$ cat config.mk
export PLATFORM = sky130hd
export DESIGN_NAME = positional_list_engine
export DESIGN_NICKNAME = d
export VERILOG_FILES = /design/src/rtl/ple_pkg.sv /design/src/rtl/positional_list_engine.sv /design/src/rtl/ple_ram.sv /design/src/rtl/ple_ctrl.sv /design/src/rtl/ple_dpath.sv
export SDC_FILE = /design/constraint.sdc
export NUM_CORES = 2
export LEC_CHECK = 0
export BUFFER_PORTS_ARGS = -buffer_cell sky130_fd_sc_hd__buf_4
export CAP_MARGIN = 25
export CORE_ASPECT_RATIO = 1.25
export CORE_MARGIN = 2
export CORE_UTILIZATION = 57
export DETAILED_ROUTE_END_ITERATION = 12
export GPL_TIMING_DRIVEN = 0
export PLACE_DENSITY = 0.72
export SYNTH_ARGS = -nofsm -noshare
export SYNTH_HDL_FRONTEND = slang
export SYNTH_SLANG_ARGS = --single-unit
$ cat constraint.sdc
create_clock -name clk -period 6.7 [get_ports clk]
set_clock_uncertainty 0.1 [all_clocks]
set_input_delay 1.34 -clock clk [delete_from_list [all_inputs] [get_ports clk]]
set_output_delay 1.34 -clock clk [all_outputs]
set_load 0.1 [all_outputs]
$ cat src/rtl/ple_pkg.sv
`default_nettype none
// ---------------------------------------------------------------------------
// ple_pkg
// Shared types and constants for the positional list engine: field widths,
// action and status codes, and the controller/datapath interface structs.
// ---------------------------------------------------------------------------
package ple_pkg;

    localparam int CAPACITY_DEF = 64;

    localparam int ACT_W  = 4;
    localparam int DATA_W = 32;
    localparam int POS_W  = 7;
    localparam int STAT_W = 2;
    localparam int CNT_W  = 7;

    localparam logic [ACT_W-1:0] ACT_INS_FRONT = 4'd0;
    localparam logic [ACT_W-1:0] ACT_INS_BACK  = 4'd1;
    localparam logic [ACT_W-1:0] ACT_INS_AT    = 4'd2;
    localparam logic [ACT_W-1:0] ACT_DEL_FRONT = 4'd3;
    localparam logic [ACT_W-1:0] ACT_DEL_BACK  = 4'd4;
    localparam logic [ACT_W-1:0] ACT_DEL_AT    = 4'd5;
    localparam logic [ACT_W-1:0] ACT_COUNT     = 4'd6;
    localparam logic [ACT_W-1:0] ACT_SHOW      = 4'd7;
    localparam logic [ACT_W-1:0] ACT_SHOW_REV  = 4'd8;

    localparam logic [STAT_W-1:0] ST_OK     = 2'd0;
    localparam logic [STAT_W-1:0] ST_FULL   = 2'd1;
    localparam logic [STAT_W-1:0] ST_EMPTY  = 2'd2;
    localparam logic [STAT_W-1:0] ST_BADPOS = 2'd3;

    // what a request turns into once decoded
    typedef enum logic [1:0] {
        KIND_SIMPLE,
        KIND_INS,
        KIND_DEL,
        KIND_SHOW
    } kind_t;

    typedef struct packed {
        logic load;
        logic scan;
        logic finish;
    } ple_cmd_t;

    typedef struct packed {
        kind_t kind;
        logic  rem_zero;
    } ple_stat_t;

endpackage
`default_nettype wire

$ cat src/rtl/positional_list_engine.sv
`default_nettype none
// ---------------------------------------------------------------------------
// positional_list_engine
// Bounded ordered list of signed 32-bit values with positional insert and
// delete, count, and forward or reverse display.
// ---------------------------------------------------------------------------
// A transaction is taken when start is high and busy is low. Results come out
// one per cycle, each for a single cycle under result_valid. They cannot be
// stalled, so the receiver must take every one. Count, rejected requests
// (full, empty, bad position) and unused action codes finish at once. Their
// result shows the next cycle, and busy is never raised. Insert or delete at
// 1-based position p walks the elements that move, one per cycle, through the
// store's single read port. Front is p = 1. Back is p = count + 1 for insert
// and p = count for delete. The walk is followed by a closing step, and the
// result shows as busy falls. A display emits its results on consecutive
// cycles. The final result, with last set, comes in the last busy cycle. The
// longest transaction is a full display.
module positional_list_engine #(
    parameter int CAPACITY = ple_pkg::CAPACITY_DEF
) (
    input  logic                              clk,
    input  logic                              rst_n,
    input  logic                              start,
    output logic                              busy,
    input  logic [ple_pkg::ACT_W-1:0]         action,
    input  logic signed [ple_pkg::DATA_W-1:0] value,
    input  logic [ple_pkg::POS_W-1:0]         position,
    output logic                              result_valid,
    output logic [ple_pkg::STAT_W-1:0]        status,
    output logic signed [ple_pkg::DATA_W-1:0] element,
    output logic [ple_pkg::CNT_W-1:0]         length,
    output logic                              last
);
    import ple_pkg::*;

    ple_cmd_t  cmd;
    ple_stat_t stat;

    ple_ctrl u_ctrl (
        .clk  (clk),
        .rst_n(rst_n),
        .start(start),
        .busy (busy),
        .stat (stat),
        .cmd  (cmd)
    );

    ple_dpath #(
        .CAPACITY(CAPACITY)
    ) u_dpath (
        .clk         (clk),
        .rst_n       (rst_n),
        .cmd         (cmd),
        .stat        (stat),
        .action      (action),
        .value       (value),
        .position    (position),
        .result_valid(result_valid),
        .status      (status),
        .element     (element),
        .length      (length),
        .last        (last)
    );

endmodule
`default_nettype wire

$ cat src/rtl/ple_ram.sv
`default_nettype none
// ---------------------------------------------------------------------------
// ple_ram
// Generic simple dual-port RAM: one write port, one read port, registered
// read data.
// ---------------------------------------------------------------------------
module ple_ram #(
    parameter int WIDTH = 32,
    parameter int DEPTH = 64
) (
    input  logic                     clk,
    input  logic                     we,
    input  logic [$clog2(DEPTH)-1:0] waddr,
    input  logic [WIDTH-1:0]         wdata,
    input  logic                     re,
    input  logic [$clog2(DEPTH)-1:0] raddr,
    output logic [WIDTH-1:0]         rdata
);

    logic [WIDTH-1:0] mem [DEPTH];
    logic [WIDTH-1:0] rdata_reg;

    always_ff @(posedge clk)
    begin
        if (we)
        begin
            mem[waddr] <= wdata;
        end
        if (re)
        begin
            rdata_reg <= mem[raddr];
        end
    end

    assign rdata = rdata_reg;

endmodule
`default_nettype wire

$ cat src/rtl/ple_ctrl.sv
`default_nettype none
// ---------------------------------------------------------------------------
// ple_ctrl
// Sequencer for the positional list engine: accepts a transaction and, unless
// it finishes at once, runs the element walk, then the closing step.
// ---------------------------------------------------------------------------
module ple_ctrl (
    input  logic               clk,
    input  logic               rst_n,
    input  logic               start,
    output logic               busy,
    input  ple_pkg::ple_stat_t stat,
    output ple_pkg::ple_cmd_t  cmd
);
    import ple_pkg::*;

    typedef enum logic [2:0] {
        S_IDLE   = 3'b001,
        S_SCAN   = 3'b010,
        S_FINISH = 3'b100
    } state_t;

    state_t state_reg;
    state_t state_next;

    always_comb
    begin
        state_next = state_reg;
        cmd        = '0;
        unique case (state_reg)
            S_IDLE:
            begin
                if (start)
                begin
                    cmd.load = 1'b1;
                    if (stat.kind != KIND_SIMPLE)
                    begin
                        state_next = S_SCAN;
                    end
                end
            end
            S_SCAN:
            begin
                cmd.scan = 1'b1;
                if (stat.rem_zero)
                begin
                    state_next = S_FINISH;
                end
            end
            S_FINISH:
            begin
                cmd.finish = 1'b1;
                state_next = S_IDLE;
            end
            default:
            begin
                state_next = S_IDLE;
            end
        endcase
    end

    always_ff @(posedge clk or negedge rst_n)
    begin
        if (!rst_n)
        begin
            state_reg <= S_IDLE;
        end
        else
        begin
            state_reg <= state_next;
        end
    end

    assign busy = (state_reg != S_IDLE);

endmodule
`default_nettype wire

$ cat src/rtl/ple_dpath.sv
`default_nettype none
// ---------------------------------------------------------------------------
// ple_dpath
// Datapath of the positional list engine: request decode, element count,
// walk pointer, element store and the result register.
// ---------------------------------------------------------------------------
module ple_dpath #(
    parameter int CAPACITY = ple_pkg::CAPACITY_DEF
) (
    input  logic                                clk,
    input  logic                                rst_n,
    input  ple_pkg::ple_cmd_t                   cmd,
    output ple_pkg::ple_stat_t                  stat,
    input  logic [ple_pkg::ACT_W-1:0]           action,
    input  logic signed [ple_pkg::DATA_W-1:0]   value,
    input  logic [ple_pkg::POS_W-1:0]           position,
    output logic                                result_valid,
    output logic [ple_pkg::STAT_W-1:0]          status,
    output logic signed [ple_pkg::DATA_W-1:0]   element,
    output logic [ple_pkg::CNT_W-1:0]           length,
    output logic                                last
);
    import ple_pkg::*;

    localparam int ADDR_W = $clog2(CAPACITY);
    localparam logic [CNT_W-1:0] CAP_C = CNT_W'(CAPACITY);

    // decode
    kind_t             dec_kind;
    logic [STAT_W-1:0] dec_status;
    logic [CNT_W-1:0]  dec_idx;
    logic [ADDR_W-1:0] dec_ptr;
    logic [CNT_W-1:0]  dec_rem;
    logic              dec_up;
    logic              ins_bad;
    logic              del_bad;

    // state
    logic [CNT_W-1:0]  cnt_reg, cnt_next;
    kind_t             kind_reg, kind_next;
    logic [ADDR_W-1:0] ptr_reg, ptr_next;
    logic [CNT_W-1:0]  rem_reg, rem_next;
    logic              up_reg, up_next;
    logic [ADDR_W-1:0] idx_reg, idx_next;
    logic [DATA_W-1:0] val_reg, val_next;
    logic              pend_reg, pend_next;
    logic [ADDR_W-1:0] pend_addr_reg, pend_addr_next;
    logic              pend_last_reg, pend_last_next;

    logic              rv_reg, rv_next;
    logic [STAT_W-1:0] status_reg, status_next;
    logic [DATA_W-1:0] element_reg, element_next;
    logic [CNT_W-1:0]  length_reg, length_next;
    logic              last_reg, last_next;

    // store
    logic              ram_we;
    logic [ADDR_W-1:0] ram_waddr;
    logic [DATA_W-1:0] ram_wdata;
    logic              ram_re;
    logic [ADDR_W-1:0] ram_raddr;
    logic [DATA_W-1:0] ram_rdata;

    assign ins_bad = (position == '0) || (position > cnt_reg + CNT_W'(1));
    assign del_bad = (position == '0) || (position > cnt_reg);

    always_comb
    begin
        dec_kind   = KIND_SIMPLE;
        dec_status = ST_OK;
        dec_idx    = '0;
        unique case (action)
            ACT_INS_FRONT, ACT_INS_BACK, ACT_INS_AT:
            begin
                if (action == ACT_INS_AT && ins_bad)
                begin
                    dec_status = ST_BADPOS;
                end
                else if (cnt_reg >= CAP_C)
                begin
                    dec_status = ST_FULL;
                end
                else
                begin
                    dec_kind = KIND_INS;
                    if (action == ACT_INS_BACK)
                    begin
                        dec_idx = cnt_reg;
                    end
                    else if (action == ACT_INS_AT)
                    begin
                        dec_idx = position - POS_W'(1);
                    end
                end
            end
            ACT_DEL_FRONT, ACT_DEL_BACK, ACT_DEL_AT:
            begin
                if (cnt_reg == '0)
                begin
                    dec_status = ST_EMPTY;
                end
                else if (action == ACT_DEL_AT && del_bad)
                begin
                    dec_status = ST_BADPOS;
                end
                else
                begin
                    dec_kind = KIND_DEL;
                    if (action == ACT_DEL_BACK)
                    begin
                        dec_idx = cnt_reg - CNT_W'(1);
                    end
                    else if (action == ACT_DEL_AT)
                    begin
                        dec_idx = position - POS_W'(1);
                    end
                end
            end
            ACT_SHOW, ACT_SHOW_REV:
            begin
                if (cnt_reg == '0)
                begin
                    dec_status = ST_EMPTY;
                end
                else
                begin
                    dec_kind = KIND_SHOW;
                end
            end
            default:
            begin
                dec_status = ST_OK;
            end
        endcase
    end

    // walk setup: insert moves elements up from the back, delete moves them
    // down from the gap, display reads in the requested order
    always_comb
    begin
        dec_ptr = '0;
        dec_rem = '0;
        dec_up  = 1'b1;
        unique case (dec_kind)
            KIND_INS:
            begin
                dec_ptr = ADDR_W'(cnt_reg - CNT_W'(1));
                dec_rem = cnt_reg - dec_idx;
                dec_up  = 1'b0;
            end
            KIND_DEL:
            begin
                dec_ptr = ADDR_W'(dec_idx + CNT_W'(1));
                dec_rem = cnt_reg - dec_idx - CNT_W'(1);
                dec_up  = 1'b1;
            end
            KIND_SHOW:
            begin
                dec_rem = cnt_reg;
                if (action == ACT_SHOW_REV)
                begin
                    dec_ptr = ADDR_W'(cnt_reg - CNT_W'(1));
                    dec_up  = 1'b0;
                end
            end
            default:
            begin
                dec_rem = '0;
            end
        endcase
    end

    assign stat.kind     = dec_kind;
    assign stat.rem_zero = (rem_reg == '0);

    always_comb
    begin
        cnt_next       = cnt_reg;
        kind_next      = kind_reg;
        ptr_next       = ptr_reg;
        rem_next       = rem_reg;
        up_next        = up_reg;
        idx_next       = idx_reg;
        val_next       = val_reg;
        pend_next      = 1'b0;
        pend_addr_next = pend_addr_reg;
        pend_last_next = pend_last_reg;
        rv_next        = 1'b0;
        status_next    = status_reg;
        element_next   = element_reg;
        length_next    = length_reg;
        last_next      = last_reg;
        ram_we         = 1'b0;
        ram_waddr      = pend_addr_reg;
        ram_wdata      = ram_rdata;
        ram_re         = 1'b0;
        ram_raddr      = ptr_reg;

        if (cmd.load)
        begin
            kind_next = dec_kind;
            idx_next  = ADDR_W'(dec_idx);
            val_next  = $unsigned(value);
            ptr_next  = dec_ptr;
            rem_next  = dec_rem;
            up_next   = dec_up;
            if (dec_kind == KIND_SIMPLE)
            begin
                rv_next      = 1'b1;
                status_next  = dec_status;
                element_next = '0;
                length_next  = cnt_reg;
                last_next    = 1'b1;
            end
        end

        if (cmd.scan)
        begin
            // read one element; next cycle it is written back or loaded into the result register
            if (rem_reg != '0)
            begin
                ram_re         = 1'b1;
                ptr_next       = up_reg ? ptr_reg + ADDR_W'(1) : ptr_reg - ADDR_W'(1);
                rem_next       = rem_reg - CNT_W'(1);
                pend_next      = 1'b1;
                pend_addr_next = up_reg ? ptr_reg - ADDR_W'(1) : ptr_reg + ADDR_W'(1);
                pend_last_next = (rem_reg == CNT_W'(1));
            end
            if (pend_reg)
            begin
                if (kind_reg == KIND_SHOW)
                begin
                    rv_next      = 1'b1;
                    status_next  = ST_OK;
                    element_next = ram_rdata;
                    length_next  = cnt_reg;
                    last_next    = pend_last_reg;
                end
                else
                begin
                    ram_we = 1'b1;
                end
            end
        end

        if (cmd.finish)
        begin
            if (kind_reg == KIND_INS)
            begin
                ram_we       = 1'b1;
                ram_waddr    = idx_reg;
                ram_wdata    = val_reg;
                cnt_next     = cnt_reg + CNT_W'(1);
                rv_next      = 1'b1;
                status_next  = ST_OK;
                element_next = '0;
                length_next  = cnt_reg + CNT_W'(1);
                last_next    = 1'b1;
            end
            else if (kind_reg == KIND_DEL)
            begin
                cnt_next     = cnt_reg - CNT_W'(1);
                rv_next      = 1'b1;
                status_next  = ST_OK;
                element_next = '0;
                length_next  = cnt_reg - CNT_W'(1);
                last_next    = 1'b1;
            end
        end
    end

    always_ff @(posedge clk or negedge rst_n)
    begin
        if (!rst_n)
        begin
            cnt_reg  <= '0;
            kind_reg <= KIND_SIMPLE;
            rem_reg  <= '0;
            pend_reg <= 1'b0;
            rv_reg   <= 1'b0;
        end
        else
        begin
            cnt_reg  <= cnt_next;
            kind_reg <= kind_next;
            rem_reg  <= rem_next;
            pend_reg <= pend_next;
            rv_reg   <= rv_next;
        end
    end

    always_ff @(posedge clk)
    begin
        ptr_reg       <= ptr_next;
        up_reg        <= up_next;
        idx_reg       <= idx_next;
        val_reg       <= val_next;
        pend_addr_reg <= pend_addr_next;
        pend_last_reg <= pend_last_next;
        status_reg    <= status_next;
        element_reg   <= element_next;
        length_reg    <= length_next;
        last_reg      <= last_next;
    end

    ple_ram #(
        .WIDTH(DATA_W),
        .DEPTH(CAPACITY)
    ) u_store (
        .clk  (clk),
        .we   (ram_we),
        .waddr(ram_waddr),
        .wdata(ram_wdata),
        .re   (ram_re),
        .raddr(ram_raddr),
        .rdata(ram_rdata)
    );

    assign result_valid = rv_reg;
    assign status       = status_reg;
    assign element      = $signed(element_reg);
    assign length       = length_reg;
    assign last         = last_reg;

`ifndef NO_ASSERTIONS
    a_pend_from_scan: assert property (@(posedge clk) disable iff (!rst_n)
        pend_reg |-> $past(cmd.scan))
        else $error("pending element without a preceding walk cycle");

    a_finish_drained: assert property (@(posedge clk) disable iff (!rst_n)
        cmd.finish |-> (rem_reg == '0) && !pend_reg)
        else $error("closing step with walk still in flight");

    a_cnt_bound: assert property (@(posedge clk) disable iff (!rst_n)
        cnt_reg <= CAP_C)
        else $error("element count above capacity");

    a_partial_is_display: assert property (@(posedge clk) disable iff (!rst_n)
        rv_reg && !last_reg |-> (status_reg == ST_OK) && (kind_reg == KIND_SHOW))
        else $error("non-final result outside a display transaction");
`endif

endmodule
`default_nettype wire
# Word level (Yosys, flattened, before mapping)
# Memory sizes are Yosys's and may differ from the RTL's. A register that Yosys moved wholly into a read port is not among the register bits.
# Cells that the tools add are included.
totals:
  regBits: 115
  latch_bits: 0
  mem_bits_rw: 2048
  rom_bits: 0
  in_bits: 46
  out_inout_bits: 44
  wordCells: 165
  mem_count: 1
classes:
  n_addsub: 9
  multipliers: 0
  div: 0
  magnitude_cmp: 3
  eq_ne: 21
  shifts: 0
  n_mux: 97
  bitwise_logic: 0
  n_reduce_logical: 18
memory_table:
  columns: ["memory", "words", "width", "read_ports", "rd_clocked_by_memory_dff", "write_ports", "line", "text"]
  rows:
  - ["u_dpath.u_store.mem", 64, 32, 1, 1, 1, "ple_ram.sv:20", "logic [WIDTH-1:0] mem [DEPTH];"]
ops:
  columns: ["operator", "n"]
  rows:
  - ["$mux 32", 10]
  - ["$mux 7", 21]
  - ["$mux 6", 8]
  - ["$mux 1", 32]
  - ["$mux 2", 16]
  - ["$sub 7x1->7 const B", 4]
  - ["$logic_not 7->1", 3]
  - ["$pmux 7 s3", 1]
  - ["$pmux 6 s3", 1]
  - ["$gt 7x7->1", 2]
  - ["$pmux 7 s2", 1]
  - ["$add 6x1->6 const B", 2]
  - ["$eq 4x3->1 const B", 3]
  - ["$pmux 2 s3", 2]
  - ["$mux 3", 3]
  - ["$eq 2x2->1 const B", 4]
  - ["$eq 4x2->1 const B", 2]
  - ["$add 7x1->7 const B", 1]
  - ["$eq 7x1->1 const B", 1]
  - ["$ge 7x7->1 const B", 1]
  - ["$reduce_bool 7->1", 1]
  - ["$sub 7x7->7", 1]
  - ["$pmux 3 s2", 1]
  - ["$reduce_or 3->1", 2]
  - ["other kinds (19)", 25]

# Longest topological paths before layout
logic_depth:
  ltp_word: 15
  depth_mapped: 24
  mapped_depth_nobuf: 23

# By module
# From an unflattened synthesis, not the netlist that was laid out.
hier_totals:
  hier_cells: 4041
  area_unflattened_um2: 85680.9
modules_own_cells:
  columns: ["module", "instances", "cells_each", "area_per_inst_um2", "seq_area_each_um2"]
  rows:
  - ["ple_ram", 1, 3324, 78833.1, 62459.9]
  - ["ple_dpath", 1, 705, 6696.4, 2792.7]
  - ["ple_ctrl", 1, 12, 151.4, 76.3]

# Least setup slack after synthesis
# No wires, ideal clock.
synth_path:
  path_kind: "input port to flip-flop"
  from: "input port position[6] (netlist name)"
  to: "register u_dpath.rem_reg[6]"
  setup_time_ps: 145
  t_arrival_ps: 4816
  required_ps: 6455
  setup_slack_ps: 1640
  cell_stages: 19
  path_buffers: 0
  cell_sequence: "ha_1 > and3_1 > a221oi_1 > a21oi_1 > nor4_1 > o21ai_0 > nand2_1 > ha_1 > inv_1 > fa_1 > a21oi_1 > nor2b_1 > nor2_1 > xnor2_1 > or4_1 > xor2_1 > nor2b_1 > mux2i_1 > o211ai_1"
synth_via:
  elab_chain_cells: 12
  word_cells_on_any_way: 30
  classes_between: "3 x add/sub; 2 x order compare; 3 x eq/ne; 17 x mux; 5 x reduce/logical"
synth_lines:
  columns: ["item", "line", "text"]
  rows:
  - ["start, declared", "positional_list_engine.sv:27", "input logic [ple_pkg::POS_W-1:0] position,"]
  - ["$gt 7x7->1 / $logic_not 7->1 (equally long branches)", "ple_dpath.sv:65, ple_dpath.sv:64", null]
  - ["$logic_or 1x1->1", "ple_dpath.sv:65", "assign del_bad = (position == '0) || (position > cnt_reg);"]
  - ["$logic_and 1x1->1", "ple_dpath.sv:102", "else if (action == ACT_DEL_AT && del_bad)"]
  - ["$mux 7", "ple_dpath.sv:102", null]
  - ["$mux 7", "ple_dpath.sv:98", "if (cnt_reg == '0)"]
  - ["$pmux 7 s2 (*)", "ple_dpath.sv:72", "unique case (action)"]
  - ["net u_dpath.dec_idx[0]", "ple_dpath.sv:31", "logic [CNT_W-1:0] dec_idx;"]
  - ["$sub 7x7->7 (*)", "ple_dpath.sv:148, ple_dpath.sv:154", null]
  - ["$sub 7x1->7", "ple_dpath.sv:154", "dec_rem = cnt_reg - dec_idx - CNT_W'(1);"]
  - ["$pmux 7 s3 (*)", "ple_dpath.sv:144", "unique case (dec_kind)"]
  - ["$mux 7 (*)", "ple_dpath.sv:199", "if (cmd.load)"]
  - ["$mux 7", "ple_dpath.sv:220", "if (rem_reg != '0)"]
  - ["$mux 7 (*)", "ple_dpath.sv:217", "if (cmd.scan)"]
  - ["net u_dpath.rem_next[6]", "ple_dpath.sv:42", "logic [CNT_W-1:0] rem_reg, rem_next;"]
  - ["end signal, assigned", "ple_dpath.sv:286", "rem_reg <= rem_next;"]
  - ["end, declared", "ple_dpath.sv:42", null]
# The timed path passes the listed nets; every way through them passes the cells marked *.
# A chain may end at the register's enable or synchronous reset.

# Final worst setup path
layout_path:
  from: "register u_dpath.cnt_reg[2]"
  to: "register u_dpath.rem_reg[6]"
layout_via:
  elab_chain_cells: 12
  word_cells_on_any_way: 32
  classes_between: "4 x add/sub; 3 x order compare; 3 x eq/ne; 17 x mux; 5 x reduce/logical"
layout_lines:
  columns: ["item", "line", "text"]
  rows:
  - ["start, declared", "ple_dpath.sv:39", "logic [CNT_W-1:0] cnt_reg, cnt_next;"]
  - ["start signal, assigned", "ple_dpath.sv:284", "cnt_reg <= cnt_next;"]
  - ["$add 7x1->7 / $gt 7x7->1 (equally long branches)", "ple_dpath.sv:64, ple_dpath.sv:65", null]
  - ["$gt 7x7->1 / $logic_or 1x1->1 (equally long branches)", "ple_dpath.sv:64, ple_dpath.sv:65", null]
  - ["$logic_or 1x1->1 / $logic_and 1x1->1 (equally long branches)", "ple_dpath.sv:64, ple_dpath.sv:102", null]
  - ["$logic_and 1x1->1 / $mux 7 (equally long branches)", "ple_dpath.sv:75, ple_dpath.sv:102", null]
  - ["$mux 7 (on tied branches)", "ple_dpath.sv:75, ple_dpath.sv:98", null]
  - ["$pmux 7 s2", "ple_dpath.sv:72", null]
  - ["$sub 7x7->7", "ple_dpath.sv:148, ple_dpath.sv:154", null]
  - ["$sub 7x1->7", "ple_dpath.sv:154", null]
  - ["$pmux 7 s3 (*)", "ple_dpath.sv:144", null]
  - ["$mux 7 (*)", "ple_dpath.sv:199", null]
  - ["$mux 7", "ple_dpath.sv:220", null]
  - ["$mux 7 (*)", "ple_dpath.sv:217", null]
  - ["net u_dpath.rem_next[6]", "ple_dpath.sv:42", null]
# Marks and branches as above.

==> Implementation_results.wiki <==
{| class="wikitable"
! Metric !! Value
|-
| Run status || finished, final reports clean
|-
| Grt met2 use || 0.495
|-
| Global routing usage on met3 || 0.0775
|-
| Area grow syn2layout || 15.5%
|-
| Flops & latches, synth || 2195
|-
| Detailed Route Iter0 Violations || 6072
|-
| Path depth of the worst reg2reg path || 21
|-
| Most used standard cells in the synthesized netlist || sky130_fd_sc_hd__edfxtp_1 (2126), sky130_fd_sc_hd__mux4_2 (672), sky130_fd_sc_hd__nand2_1 (176)
|-
| Actual transition at the worst max-transition pin || 1160 ps
|-
| Maximum number of pins on one net before global-route repair || 65
|-
| Fraction of power spent switching nets || 0.242
|-
| Startpoint Class || flip-flop
|-
| Power per Cell Area || 319 nW/um^2
|-
| Fraction of power consumed by sequential logic || 0.475
|-
| Slew Limit Headroom || 0.224
|-
| Cell accounting for the most synthesized area || sky130_fd_sc_hd__edfxtp_1
|-
| Detailed Route WL || 231000 um
|-
| Ratio of cells with drive above 1 in the final layout || 0.308
|-
| Register with the most flip-flops || u_dpath.u_store.mem
|-
| Wire length of the first global-routing pass || 322000 um
|-
| Final sum of negative setup slack || 0 ps
|-
| Max Cap Violations || 0
|-
| Number of buffers inserted by hold repair at cts || 0
|-
| CTS clock-pin slew for the worst setup and hold paths || 60 ps
|-
| Top-area cell type share of the netlist area || 0.749
|-
| Port bufs || 88
|-
| Fraction of met1 tracks used by global routing || 0.387
|-
| Proportion of synthesized chip area in sequential cells || 0.766
|-
| Crit path setup slack, layout || 305 ps
|-
| Root Driver || sky130_fd_sc_hd__clkbuf_16
|-
| Flip-flop count of the largest register, all copies and words added || 2048
|-
| Fin area || 98500 um^2
|-
| Most Crowded Layer GR || met2
|-
| Longest Clk Path Bufs || 3
|-
| Peak Freq || 156 MHz
|-
| Reg-to-reg slack, setup || 310 ps
|-
| Nets@finish || 4268
|-
| Clock tree from TritonCTS || done
|-
| DRC violations left || 0
|-
| Post-synthesis cell type count || 82
|-
| Psw || 7610 uW
|-
| Number of failing hold endpoints at the final stage || 0
|-
| Routed vias/inst || 6.78
|-
| Core Region || 148000 um^2
|-
| Height of the chip || 436 um
|-
| Area of the die || 153000 um^2
|-
| Sink count of the clock tree || 2195
|-
| Leading post-synthesis cells by cell area || sky130_fd_sc_hd__edfxtp_1 (75%), sky130_fd_sc_hd__mux4_2 (18%), sky130_fd_sc_hd__dfxtp_1 (1.1%), sky130_fd_sc_hd__nand2_1 (0.77%), sky130_fd_sc_hd__dfrtp_1 (0.59%)
|-
| Post-synthesis instance area || 85300 um^2
|-
| Main synth FF type || sky130_fd_sc_hd__edfxtp_1
|-
| Detailed-route wire length per cell || 36.3 um
|-
| Count of TritonRoute iterations in the first routing pass || 7
|-
| Crit Path Category || reg2reg
|-
| Initial core utilization || 0.574
|-
| Global Route Usage Sum || 0.307
|-
| Final setup violation count || 0
|-
| Overall overflow remaining after global route || 0
|-
| Site Rows || 158
|-
| Cts bufs inserted || 197
|-
| Worst slack after detailed placement || 18.7 ps
|-
| Count of final max-slew check failures || 0
|-
| Clk Latency, worst-skew pair || 840 ps
|-
| Cells after synthesis || 3746
|-
| Data required, critical path || 7280 ps
|-
| Total power draw || 31400 uW
|-
| Type of the worst min-delay path || in2async
|-
| Type of element capturing the critical path || flip-flop
|-
| Share of total power in the clock network || 0.363
|-
| Horizontal die dimension || 350 um
|-
| Initial antenna violation count || 18
|-
| Vias in the first global route || 42700
|-
| Top-count cell post-synth || sky130_fd_sc_hd__edfxtp_1
|-
| Antenna-violating nets left || 0
|-
| Leakage power || 0.0304 uW
|-
| Final period util || 0.954
|-
| Internal power consumption || 23800 uW
|-
| CTS H-tree lvls || 4
|-
| Number of enable-type register cells in the synthesized netlist || 2126
|-
| Synthesized area per cell || 22.8 um^2
|-
| Final HPWL from detailed placement || 152000 um
|-
| Combinational share of power || 0.162
|-
| RePlAce Congestion || 0.892
|-
| Async set or reset register ratio after synthesis || 0.00957
|-
| Count of vias placed by the detailed router || 43100
|-
| Num ports || 90
|-
| Arrival time worst endpoint || 6970 ps
|-
| Unrepaired setup endpoints after global routing || false
|-
| Largest fanout of any net on the critical path || 10
|-
| Net Count, Synth || 3827
|-
| Worst ir drop on vdd || 0.255 mV
|-
| Post-layout min period || 6390 ps
|-
| Instance area at placement || 91600 um^2
|-
| Synth warnings || 0
|}
[cells in the final DEF (no fill, tap or decap), drive strengths merged, types with 7 or more instances in the layout]
cell / count
inv: 43
nor3b: 8
buf: 323
a21oi: 31
clkbuf: 351
edfxtp: 2126
mux4: 672
nand2b: 7
bufinv: 23
clkinv: 94
mux2i: 10
nor3: 20
xnor2: 22
or3: 10
nand3b: 10
dfxtp: 48
and3: 8
xor2: 12
nor2: 107
dfrtp: 20
nand3: 20
ha: 34
a22o: 32
o21ai: 43
o22ai: 8
nand2: 176
diode: 9
[critical path: stages, from the launching register on]
cell	delay, ps
sky130_fd_sc_hd__dfrtp_1	500
sky130_fd_sc_hd__clkbuf_2	350
sky130_fd_sc_hd__nand2_1	190
sky130_fd_sc_hd__nor2_1	290
sky130_fd_sc_hd__nand3_1	140
sky130_fd_sc_hd__xnor2_1	360
sky130_fd_sc_hd__ha_1	210
sky130_fd_sc_hd__and3_1	190
sky130_fd_sc_hd__o2111ai_1	150
sky130_fd_sc_hd__and4b_1	240
sky130_fd_sc_hd__or2_1	280
sky130_fd_sc_hd__a222oi_1	990
sky130_fd_sc_hd__ha_1	450
sky130_fd_sc_hd__nand3b_1	110
sky130_fd_sc_hd__o31ai_1	70
sky130_fd_sc_hd__a21oi_1	120
sky130_fd_sc_hd__o311ai_0	280
sky130_fd_sc_hd__or4_1	610
sky130_fd_sc_hd__xor2_1	160
sky130_fd_sc_hd__nor2b_1	140
sky130_fd_sc_hd__mux2i_1	200
sky130_fd_sc_hd__o211ai_1	120
[stage by stage]
stage / std cells / util / hold WS, ps
2_1_floorplan: 3746 / - / 368
4_1_cts: 6326 / 0.660 / 268
5_1_grt: 6355 / 0.663 / 312
6_report: 6362 / 0.663 / 307
3_5_place_dp: 5961 / 0.617 / 363
3_3_place_gp: 5834 / 0.596 / 354
[cell type report]
cell class	count	area [um^2]
multi-input combinational	1322	19600
clock inverter	126	1250
antenna	9	22.5
sequential	2195	65300
inverter	36	135
timing repair buffer	242	3650
clock buffer	239	5170
buffer	193	776
fill	8990	50000
tap	2000	2500
[metal layers]
metal,wire length (um),vias up
li1,-,16800
met1,78300,22700
met2,114000,2960
met3,25100,635
met4,13900,16
met5,111,-
[final timing paths]
path                                    start              endpoint
max                        u_dpath.cnt_reg[2]    u_dpath.rem_reg[6]
min                                     rst_n  u_dpath.result_valid
max reg2reg                u_dpath.cnt_reg[2]    u_dpath.rem_reg[6]
min reg2reg                 u_dpath.status[1]     u_dpath.status[1]
max in group asynchronous               rst_n   u_ctrl.state_reg[0]
min in group clk            u_dpath.status[1]     u_dpath.status[1]
[kinds of logic after synthesis]
group	Yosys count	synth area share
simple gates	393	0.0211
mux	687	0.179
buf+inv	229	0.0106
xor+xnor	34	0.00349
fa+ha+maj	35	0.00522
compound gates	173	0.0143
flops	2195	0.766
[timing repair]
action	4_1_cts	5_1_grt
pin swaps	0	0
endpoints found under the setup margin	1	1
gates resized for setup	1	7
hold endpoints to repair	0	0
buffers inserted	0	0
[power groups by stage]
stage / clock network (uW) / logic, uW / registers [uW]
6_report: 11400 / 5100 / 14900
5_1_grt: 11900 / 5280 / 14900
4_1_cts: 11400 / 4950 / 14900
3_5_place_dp: 0 / 4890 / 15200
3_3_place_gp: 0 / 4620 / 15200
2_1_floorplan: 0 / 3120 / 15200
Note: power is estimated with default switching activity, not from simulation.
